File: config.mk
export PLATFORM = sky130hd
export DESIGN_NAME = hill_cipher_3x3_decrypt_top
export DESIGN_NICKNAME = d
export VERILOG_FILES = /design/src/hcd_pkg.sv /design/src/hcd_key_inv.sv /design/src/hill_cipher_3x3_decrypt_top.sv
export SDC_FILE = /design/constraint.sdc
export NUM_CORES = 2
export LEC_CHECK = 0
export ABC_AREA = 1
export BUFFER_PORTS_ARGS = -buffer_cell sky130_fd_sc_hd__buf_4
export CAP_MARGIN = 30
export CELL_PAD_IN_SITES_DETAIL_PLACEMENT = 2
export CELL_PAD_IN_SITES_GLOBAL_PLACEMENT = 2
export CORE_MARGIN = 2
export CORE_UTILIZATION = 37
export DETAILED_ROUTE_END_ITERATION = 10
export GPL_ROUTABILITY_DRIVEN = 0
export HOLD_SLACK_MARGIN = 0.1
export PLACE_DENSITY = 0.84
export SYNTH_ARGS = -nofsm -noshare
export SYNTH_HDL_FRONTEND = slang
export SYNTH_SLANG_ARGS = --single-unit
File: constraint.sdc
create_clock -name clk -period 9.2 [get_ports clk]
set_input_delay 1.84 -clock clk [delete_from_list [all_inputs] [get_ports clk]]
set_output_delay 1.84 -clock clk [all_outputs]
set_load 0.03 [all_outputs]
File: src/hcd_pkg.sv
// Shared types, constants and mod-26 helpers for the 3x3 Hill cipher decrypt block.
// No dependencies; imported by hcd_key_inv and hill_cipher_3x3_decrypt_top.
package hcd_pkg;

	localparam int unsigned KeyWidth = 45;
	localparam int unsigned LetterWidth = 5;
	localparam int unsigned ProdWidth = 10;
	localparam int unsigned SumWidth = 12;

	localparam logic [SumWidth-1:0] Alpha = 12'd26;
	// Offset that keeps a*b - c*d non-negative for 5-bit operands (26*37 >= 31*31).
	localparam logic [SumWidth-1:0] CrossBias = 12'd962;
	// floor(x/26) estimate: (x * 2520) >> 16 is floor or floor-1 for x < 4096.
	localparam logic [SumWidth-1:0] RecipMul = 12'd2520;
	localparam int unsigned RecipShift = 16;

	localparam logic [KeyWidth-1:0] KeyReset = 45'd17098617554694;
	// Busy-count reload after a key load, long enough for the inverse pipeline (s1..s6) to settle.
	localparam logic [2:0] SettleCycles = 3'd7;

	typedef struct packed {
		logic [LetterWidth-1:0] cipher_0;
		logic [LetterWidth-1:0] cipher_1;
		logic [LetterWidth-1:0] cipher_2;
	} in_word_t;

	typedef struct packed {
		logic [LetterWidth-1:0] plain_0;
		logic [LetterWidth-1:0] plain_1;
		logic [LetterWidth-1:0] plain_2;
		logic                   key_error;
	} out_word_t;

	typedef logic [LetterWidth-1:0] letter_t;

	// Key inverse and its status, handed from the inverse unit to the datapath.
	typedef struct packed {
		logic [8:0][LetterWidth-1:0] inv;       // row-major, zero when singular
		logic                        singular;
		logic                        busy;
	} key_inv_t;

	function automatic letter_t mod26(input logic [SumWidth-1:0] x);
		logic [2*SumWidth-1:0] p;
		logic [SumWidth-1:0]   q;
		logic [SumWidth-1:0]   r;
		p = x * RecipMul;
		q = {4'b0, p[RecipShift +: 8]};
		r = x - q * Alpha;
		if (r >= Alpha) begin
			r = r - Alpha;
		end
		return r[LetterWidth-1:0];
	endfunction

	// Multiplicative inverse mod 26; zero means no inverse exists.
	function automatic letter_t inv26(input letter_t d);
		letter_t r;
		case (d)
			5'd1:    r = 5'd1;
			5'd3:    r = 5'd9;
			5'd5:    r = 5'd21;
			5'd7:    r = 5'd15;
			5'd9:    r = 5'd3;
			5'd11:   r = 5'd19;
			5'd15:   r = 5'd7;
			5'd17:   r = 5'd23;
			5'd19:   r = 5'd11;
			5'd21:   r = 5'd5;
			5'd23:   r = 5'd17;
			5'd25:   r = 5'd25;
			default: r = 5'd0;
		endcase
		return r;
	endfunction

endpackage

File: src/hcd_key_inv.sv
// Key inverse unit: derives (det K)^-1 * adj(K) mod 26 from the key register.
// Depends on hcd_pkg; instantiated by hill_cipher_3x3_decrypt_top.
module hcd_key_inv import hcd_pkg::*; (
	input  logic                clk,
	input  logic                arst_n,
	input  logic [KeyWidth-1:0] key,
	input  logic                key_load,
	output key_inv_t            status
);

	letter_t k [3][3];

	logic [ProdWidth-1:0] pa_s1 [9];
	logic [ProdWidth-1:0] pb_s1 [9];
	letter_t              adj_s2 [9];
	logic [SumWidth-1:0]  detsum_s3;
	letter_t              dinv_s4;
	logic [ProdWidth-1:0] scaled_s5 [9];
	letter_t              inv_s6 [9];
	logic                 singular_s6;
	logic [2:0]           settle_q;

	always_comb begin
		for (int i = 0; i < 9; i++) begin
			k[i/3][i%3] = key[LetterWidth*i +: LetterWidth];
		end
	end

	// adjugate cross products, operands as in adj[r][c] = a*b - c*d
	always_ff @(posedge clk) begin
		pa_s1[0] <= k[1][1] * k[2][2];  pb_s1[0] <= k[1][2] * k[2][1];
		pa_s1[1] <= k[0][2] * k[2][1];  pb_s1[1] <= k[0][1] * k[2][2];
		pa_s1[2] <= k[0][1] * k[1][2];  pb_s1[2] <= k[0][2] * k[1][1];
		pa_s1[3] <= k[1][2] * k[2][0];  pb_s1[3] <= k[1][0] * k[2][2];
		pa_s1[4] <= k[0][0] * k[2][2];  pb_s1[4] <= k[0][2] * k[2][0];
		pa_s1[5] <= k[0][2] * k[1][0];  pb_s1[5] <= k[0][0] * k[1][2];
		pa_s1[6] <= k[1][0] * k[2][1];  pb_s1[6] <= k[1][1] * k[2][0];
		pa_s1[7] <= k[0][1] * k[2][0];  pb_s1[7] <= k[0][0] * k[2][1];
		pa_s1[8] <= k[0][0] * k[1][1];  pb_s1[8] <= k[0][1] * k[1][0];
	end

	always_ff @(posedge clk) begin
		for (int i = 0; i < 9; i++) begin
			adj_s2[i] <= mod26({2'b0, pa_s1[i]} + CrossBias - {2'b0, pb_s1[i]});
		end
	end

	// det = first row of K dotted with first column of adj(K)
	always_ff @(posedge clk) begin
		detsum_s3 <= {2'b0, ProdWidth'(k[0][0] * adj_s2[0])}
			+ {2'b0, ProdWidth'(k[0][1] * adj_s2[3])}
			+ {2'b0, ProdWidth'(k[0][2] * adj_s2[6])};
	end

	always_ff @(posedge clk) begin
		dinv_s4 <= inv26(mod26(detsum_s3));
	end

	always_ff @(posedge clk) begin
		for (int i = 0; i < 9; i++) begin
			scaled_s5[i] <= adj_s2[i] * dinv_s4;
		end
	end

	// zero inverse when singular falls out of dinv == 0
	always_ff @(posedge clk) begin
		for (int i = 0; i < 9; i++) begin
			inv_s6[i] <= mod26({2'b0, scaled_s5[i]});
		end
		singular_s6 <= (dinv_s4 == '0);
	end

	always_ff @(posedge clk or negedge arst_n) begin
		if (!arst_n) begin
			settle_q <= SettleCycles;
		end else if (key_load) begin
			settle_q <= SettleCycles;
		end else if (settle_q != '0) begin
			settle_q <= settle_q - 3'd1;
		end
	end

	always_comb begin
		for (int i = 0; i < 9; i++) begin
			status.inv[i] = inv_s6[i];
		end
		status.singular = singular_s6;
		status.busy = (settle_q != '0);
	end

endmodule

File: src/hill_cipher_3x3_decrypt_top.sv
// Top level of the 3x3 Hill cipher decrypt block: key register, item pipeline, output register.
// Depends on hcd_pkg and hcd_key_inv.
//
// Decrypts one three-letter Hill cipher block per word: plain = cipher * K^-1 mod 26.
// The 45-bit key (nine 5-bit entries, row-major, entry i at bits 5i) is written on the
// cfg channel; it resets to "gybnqkurp". After reset and after every key write the
// key inverse pipeline settles, and in_ready stays low meanwhile. After that the block
// takes one word per cycle while the output word is not held: the accepting edge loads
// the input register, the product register and the reduce-to-26 output register follow,
// and out_valid rises when the word reaches the output register. A key
// whose determinant has no inverse mod 26 gives key_error = 1 and all-zero letters.
// Letter codes 26..31 are treated as their value mod 26. Write the key only while idle.
module hill_cipher_3x3_decrypt_top import hcd_pkg::*; (
	input  logic                clk,
	input  logic                arst_n,
	input  logic                cfg_valid,
	output logic                cfg_ready,
	input  logic [KeyWidth-1:0] cfg_data,
	input  logic                in_valid,
	output logic                in_ready,
	input  in_word_t            in_data,
	output logic                out_valid,
	input  logic                out_ready,
	output out_word_t           out_data
);

	logic [KeyWidth-1:0]  key_q;
	logic                 cfg_fire;
	logic                 in_fire;
	logic                 advance;
	key_inv_t             kinv;

	letter_t              c_s1 [3];
	logic                 v_s1;
	logic [ProdWidth-1:0] prod_s2 [3][3];
	logic                 err_s2;
	logic                 v_s2;
	out_word_t            out_q;
	logic                 out_valid_q;
	letter_t              plain [3];

	assign cfg_ready = 1'b1;
	assign cfg_fire  = cfg_valid & cfg_ready;

	always_ff @(posedge clk or negedge arst_n) begin
		if (!arst_n) begin
			key_q <= KeyReset;
		end else if (cfg_fire) begin
			key_q <= cfg_data;
		end
	end

	hcd_key_inv u_key_inv (
		.clk      (clk),
		.arst_n   (arst_n),
		.key      (key_q),
		.key_load (cfg_fire),
		.status   (kinv)
	);

	// whole pipe moves together; it only halts when the output word is held
	assign advance  = !out_valid_q || out_ready;
	assign in_ready = advance && !kinv.busy;
	assign in_fire  = in_valid & in_ready;

	always_ff @(posedge clk or negedge arst_n) begin
		if (!arst_n) begin
			v_s1        <= 1'b0;
			v_s2        <= 1'b0;
			out_valid_q <= 1'b0;
		end else if (advance) begin
			v_s1        <= in_fire;
			v_s2        <= v_s1;
			out_valid_q <= v_s2;
		end
	end

	// stage 1: input register
	always_ff @(posedge clk) begin
		if (advance) begin
			c_s1[0] <= in_data.cipher_0;
			c_s1[1] <= in_data.cipher_1;
			c_s1[2] <= in_data.cipher_2;
		end
	end

	// stage 2: the nine letter * inverse-entry products
	always_ff @(posedge clk) begin
		if (advance) begin
			for (int i = 0; i < 3; i++) begin
				for (int j = 0; j < 3; j++) begin
					prod_s2[i][j] <= c_s1[i] * kinv.inv[3*i+j];
				end
			end
			err_s2 <= kinv.singular;
		end
	end

	// column sums reduced mod 26 (max 3*31*25, fits 12 bits)
	always_comb begin
		for (int j = 0; j < 3; j++) begin
			plain[j] = mod26({2'b0, prod_s2[0][j]} + {2'b0, prod_s2[1][j]}
				+ {2'b0, prod_s2[2][j]});
		end
	end

	always_ff @(posedge clk) begin
		if (advance) begin
			out_q.plain_0   <= plain[0];
			out_q.plain_1   <= plain[1];
			out_q.plain_2   <= plain[2];
			out_q.key_error <= err_s2;
		end
	end

	assign out_valid = out_valid_q;
	assign out_data  = out_q;

	// singular key must never leak letters
	a_err_zero: assert property (@(posedge clk) disable iff (!arst_n)
		out_valid && out_data.key_error |->
			out_data.plain_0 == '0 && out_data.plain_1 == '0 && out_data.plain_2 == '0)
		else $error("key_error word carries nonzero letters");

	// a key write must close the input until the inverse has settled
	a_cfg_block: assert property (@(posedge clk) disable iff (!arst_n)
		cfg_fire |=> !in_ready)
		else $error("input open right after key write");

	// no word enters while the inverse is still being derived
	a_no_busy_accept: assert property (@(posedge clk) disable iff (!arst_n)
		in_fire |-> !kinv.busy)
		else $error("word accepted during key inverse settle");

	// a held output word keeps the pipe frozen behind it
	a_hold: assert property (@(posedge clk) disable iff (!arst_n)
		out_valid && !out_ready |=> $stable(out_q) && $stable(v_s2))
		else $error("pipeline moved while output stalled");

endmodule

==> metrics.csv, run 1 <==
stage;metric;value;unit
floorplanning;Die Wd;557;µm
yosys;Mapped Nets;17900;
placed_design;I/O Buffers;82;
yosys;Avg Cell Area, Syn;8.01;µm²
yosys;ys flop type;dfxtp_1;
cts;Hold Buf Count CTS;0;
yosys;sequential element share of the synthesized area;11.1;%
floorplanning;die extent in y;557;µm
cts;clk buf depth;3;
grt;global-route wire length before repair;1140000;µm
yosys;Netlist cell types;63;
outcome;status;aborted with a tool error;
outcome;Stopped at;5_1_grt;
placed_design;Detailed Place HPWL;358000;µm
floorplanning;Initial Util;37.3;%
cts;Num CTS Buffers;82;
cts;root buffer cell;clkbuf_16;
yosys;Post-synth EDFFs;122;
floorplanning;IO Count;84;
yosys;synthesis-stage register bit count;551;
grt;GRT Total Usage;51.6;%
yosys;Synth Cell Area;0.113;mm²
yosys;Yosys warnings;0;
grt;largest net degree at the start of global routing;57;
cts;clock sink count;551;
placed_design;DP Area;0.122;mm²
cts;H-tree levels;3;
grt;vias in the first global route;149000;
yosys;cell count after synthesis;14100;
yosys;Async S/R FF share, synth;9.26;%
grt;overflow left after global routing;39;
outcome;Run Error;[ERROR GRT-0116] Global routing finished with congestion. Check the congestion regions in the DRC Viewer.;
floorplanning;Rows;202;
logic make-up after synthesis:
family                     share of synthesized area [%]
AOI/OAI and AO/OA                                   6.86
and+or+nand+nor                                     13.0
xor gates and xnor gates                            6.45
other                                            0.00332
DFF                                                 11.1
buffers and inverters                               13.5
adders and majority gates                           49.1
what timing repair did:
item | in CTS
gates resized for setup | 1363
endpoints found under the setup margin | 54
setup buffers | 260
pin swaps | 668
cell usage after synthesis, types with 66 or more instances:
cell         n  share of area (%)
inv_1     3880                 13
ha_1      2472                 27
nand2_1   2439                8.1
fa_1      1230                 22
a21oi_1    743                3.3
xor2_1     592                4.6
nor2_1     480                1.6
nand3_1    391                1.7
dfxtp_1    378                6.7
o21ai_0    286                1.3
xnor2_1    231                1.8
clkbuf_1   155               0.51
edfxtp_1   122                3.2
nand4_1     78               0.43
nor3_1      66               0.29
metal layers:
layer	GRT overflow	global-route usage (%)
met2	9	76.2
met1	0	46.5
met5	4	12.8
met4	21	55.8
met3	5	30.4
through the flow:
step           util, %  hold slack [ns]  std cells  worst slack [ns]
2_1_floorplan        -            0.386      14100             0.166
3_3_place_gp      40.2            0.394      18500            -0.338
4_1_cts           43.8            0.410      18900            -0.376
3_5_place_dp      40.2            0.395      18500             -1.24
==> run 2: changes to the inputs <==
CELL_PAD_IN_SITES_DETAIL_PLACEMENT = unset   (was 2)
CELL_PAD_IN_SITES_GLOBAL_PLACEMENT = unset   (was 2)
CORE_UTILIZATION = 40   (was 37)
HOLD_SLACK_MARGIN = unset   (was 0.1)
PLACE_DENSITY = unset   (was 0.84)
PLACE_DENSITY_LB_ADDON = 0.15   (was unset)
clock period = 11.96 ns   (was 9.2 ns; I/O delays follow)
==> metrics.csv, run 2 <==
stage;metric;value;unit
route;Wirelength per Cell;13.2;µm
timing;Final Skew;0.0611;ns
floorplanning;Rows;195;
yosys;mux cell area share after synthesis;0;%
yosys;top cell type's share of synthesized area;27.4;%
layout;commonest non-fill, non-tap cell in the layout;inv_1;
timing;Worst slew margin;35.5;%
yosys;top cells by area, synth;ha_1, fa_1, inv_1;
timing;Final Setup Violations;0;
timing;Max Freq;99.9;MHz
setup_path;Worst Path Class, Setup;flip-flop to flip-flop;
grt;initial antenna violation count;5;
setup_path;CP delay by family, top;adder cells;
placed_design;Detailed Place HPWL;202000;µm
yosys;largest family of logic cells by synthesized area;adder cells;
floorplanning;die extent in y;536;µm
yosys;Post-Synth XOR/XNOR Area;6.45;%
cts;Worst-path clk slew;0.06;ns
timing;final period utilization;83.7;%
setup_path;Critical Path Sink Type;flip-flop;
grt;GRT Total Usage;17.2;%
yosys;Post-Synth Simple-Gate Area;13.0;%
yosys;area leader, netlist;ha_1;
layout;multi-input logic area;0.0852;mm²
route;via count;82600;
yosys;Synth Area in Adders;49.1;%
cts;Num CTS Buffers;80;
floorplanning;Die Wd;536;µm
setup_path;Critical Path Start Type;flip-flop;
layout;Fill cells;29100;
cts;CTS tree;built;
route;initial drt markers;3038;
yosys;sequential element share of the synthesized area;11.1;%
hold_path;min-delay worst type;flip-flop to flip-flop;
layout;Ant. Diodes;0;
layout;Syn-to-layout area delta;6.96;%
timing;Min Clock Period, post-route;10.01;ns
layout;most frequent cells in the layout;inv_1, ha_1, nand2_1, fa_1, a21oi_1;
setup_path;CP Buf/Inv Count;6;
route;WL final;238000;µm
setup_path;WP data arrival;10.48;ns
yosys;Yosys warnings;0;
yosys;Avg Cell Area, Syn;8.01;µm²
layout;layout cell share with drive strength beyond 1;2.81;%
outcome;status;finished clean;
timing;Final Hold Viols;0;
yosys;Synth Cell Area;0.113;mm²
cts;root buffer cell;clkbuf_16;
timing;hold slack;0.409;ns
route;first-pass iteration count of the detailed router;6;
floorplanning;Core Area;0.282;mm²
placed_design;I/O Buffers;82;
grt;global-route wire length before repair;411000;µm
layout;post-layout util;42.9;%
layout;sequential cell area;0.0125;mm²
setup_path;slowest CP cell;xnor2_1;
cts;clock latency on the worst-skew pair;0.72;ns
floorplanning;Initial Util;40.1;%
setup_path;most used cell, CP;nand2_1;
layout;nets;17900;
floorplanning;Die ar.;0.287;mm²
yosys;Post-synth EDFFs;122;
floorplanning;IO Count;84;
timing;setup TNS;0;ns
route;drt drc;0;
timing;RSZ-0062 raised after global routing;false;
yosys;Async S/R FF share, synth;9.26;%
grt;largest net degree at the start of global routing;73;
yosys;synth cell count leaders;inv_1, ha_1, nand2_1;
grt;overflow left after global routing;0;
route;detailed-route vias per instance;4.60;
cts;Hold Buf Count CTS;0;
setup_path;Critical Path RT;12.43;ns
timing;worst slew pin tran;0.964;ns
cts;H-tree levels;3;
yosys;synthesis-stage register bit count;551;
cts;Post-CTS Setup Bufs;0;
yosys;top-count cell post-synth;inv_1;
cts;clk buf depth;3;
flow_run;Max Cap Violations;0;
yosys;Mapped Nets;17900;
yosys;post-synthesis compound-gate area fraction;6.86;%
yosys;cell count after synthesis;14100;
grt;vias in the first global route;84500;
setup_path;worst stage delay on the critical path;0.55;ns
yosys;Netlist cell types;63;
yosys;ys flop type;dfxtp_1;
route;Final ANT Viol Nets;0;
cts;post-CTS sizing;0;
timing;Slew Viols, Final;0;
setup_path;CP max FO;5;
cts;clock sink count;551;
==> run 2: cell counts after synthesis <==
Identical to the previous run, type by type.
==> run 2: final cells by class <==
cell class                      count  share of cell area, %
Clock buffer                      103                   1.84
Sequential cell                   551                   10.4
Tap cell                         3743                   3.87
Inverter                         3887                   12.1
Timing Repair Buffer              142                  0.898
Clock inverter                     45                  0.440
Multi-Input combinational cell   9492                   70.5
==> run 2: final timing paths <==
path	from	endpoint	slack, ns	cells past startpoint
setup / recovery	prod_s2[2][13]	out_data[8]	1.95	52
hold reg to reg	u_key_inv.singular_s6	err_s2	0.41	0
hold / removal	u_key_inv.singular_s6	err_s2	0.41	0
min in group asynchronous	arst_n	key_q[44]	1.74	1
max in group asynchronous	arst_n	key_q[6]	9.68	1
setup reg to reg	prod_s2[2][13]	out_data[8]	1.95	52
==> run 2: cells by family (layout without fill, tap and decap cells) <==
kind of cell	after synthesis	after routing
simple gates	3579	3579
other cells	1	1
flops	551	551
buf+inv	4062	4177
fa+ha+maj	3702	3702
compound gates	1383	1383
xor+xnor	827	827
==> run 2: per-stage QoR <==
| step | std cells | worst slack (ns) | area (µm²) |
|---|---|---|---|
| final | 18000 | 1.95 | 121000 |
| after global routing | 18000 | 0.973 | 121000 |
| after CTS | 18000 | 1.85 | 121000 |
| after detailed placement | 17800 | 1.90 | 118000 |
| after global placement | 17800 | 1.96 | 118000 |
| after floorplan | 14100 | 2.93 | 113000 |
==> run 2: layer usage <==
metal | track usage (%) | routed length, µm | share of wire [%]
met5 | 0 | 32 | 0.013
met1 | 23.4 | 117000 | 49
met4 | 2.98 | 3980 | 1.7
met3 | 1.38 | 4880 | 2.1
met2 | 30.0 | 111000 | 47
Power of run 2 is left out: the tool's default activity adds up to more than one toggle a clock period on the data nets, which glitch-free logic cannot reach.
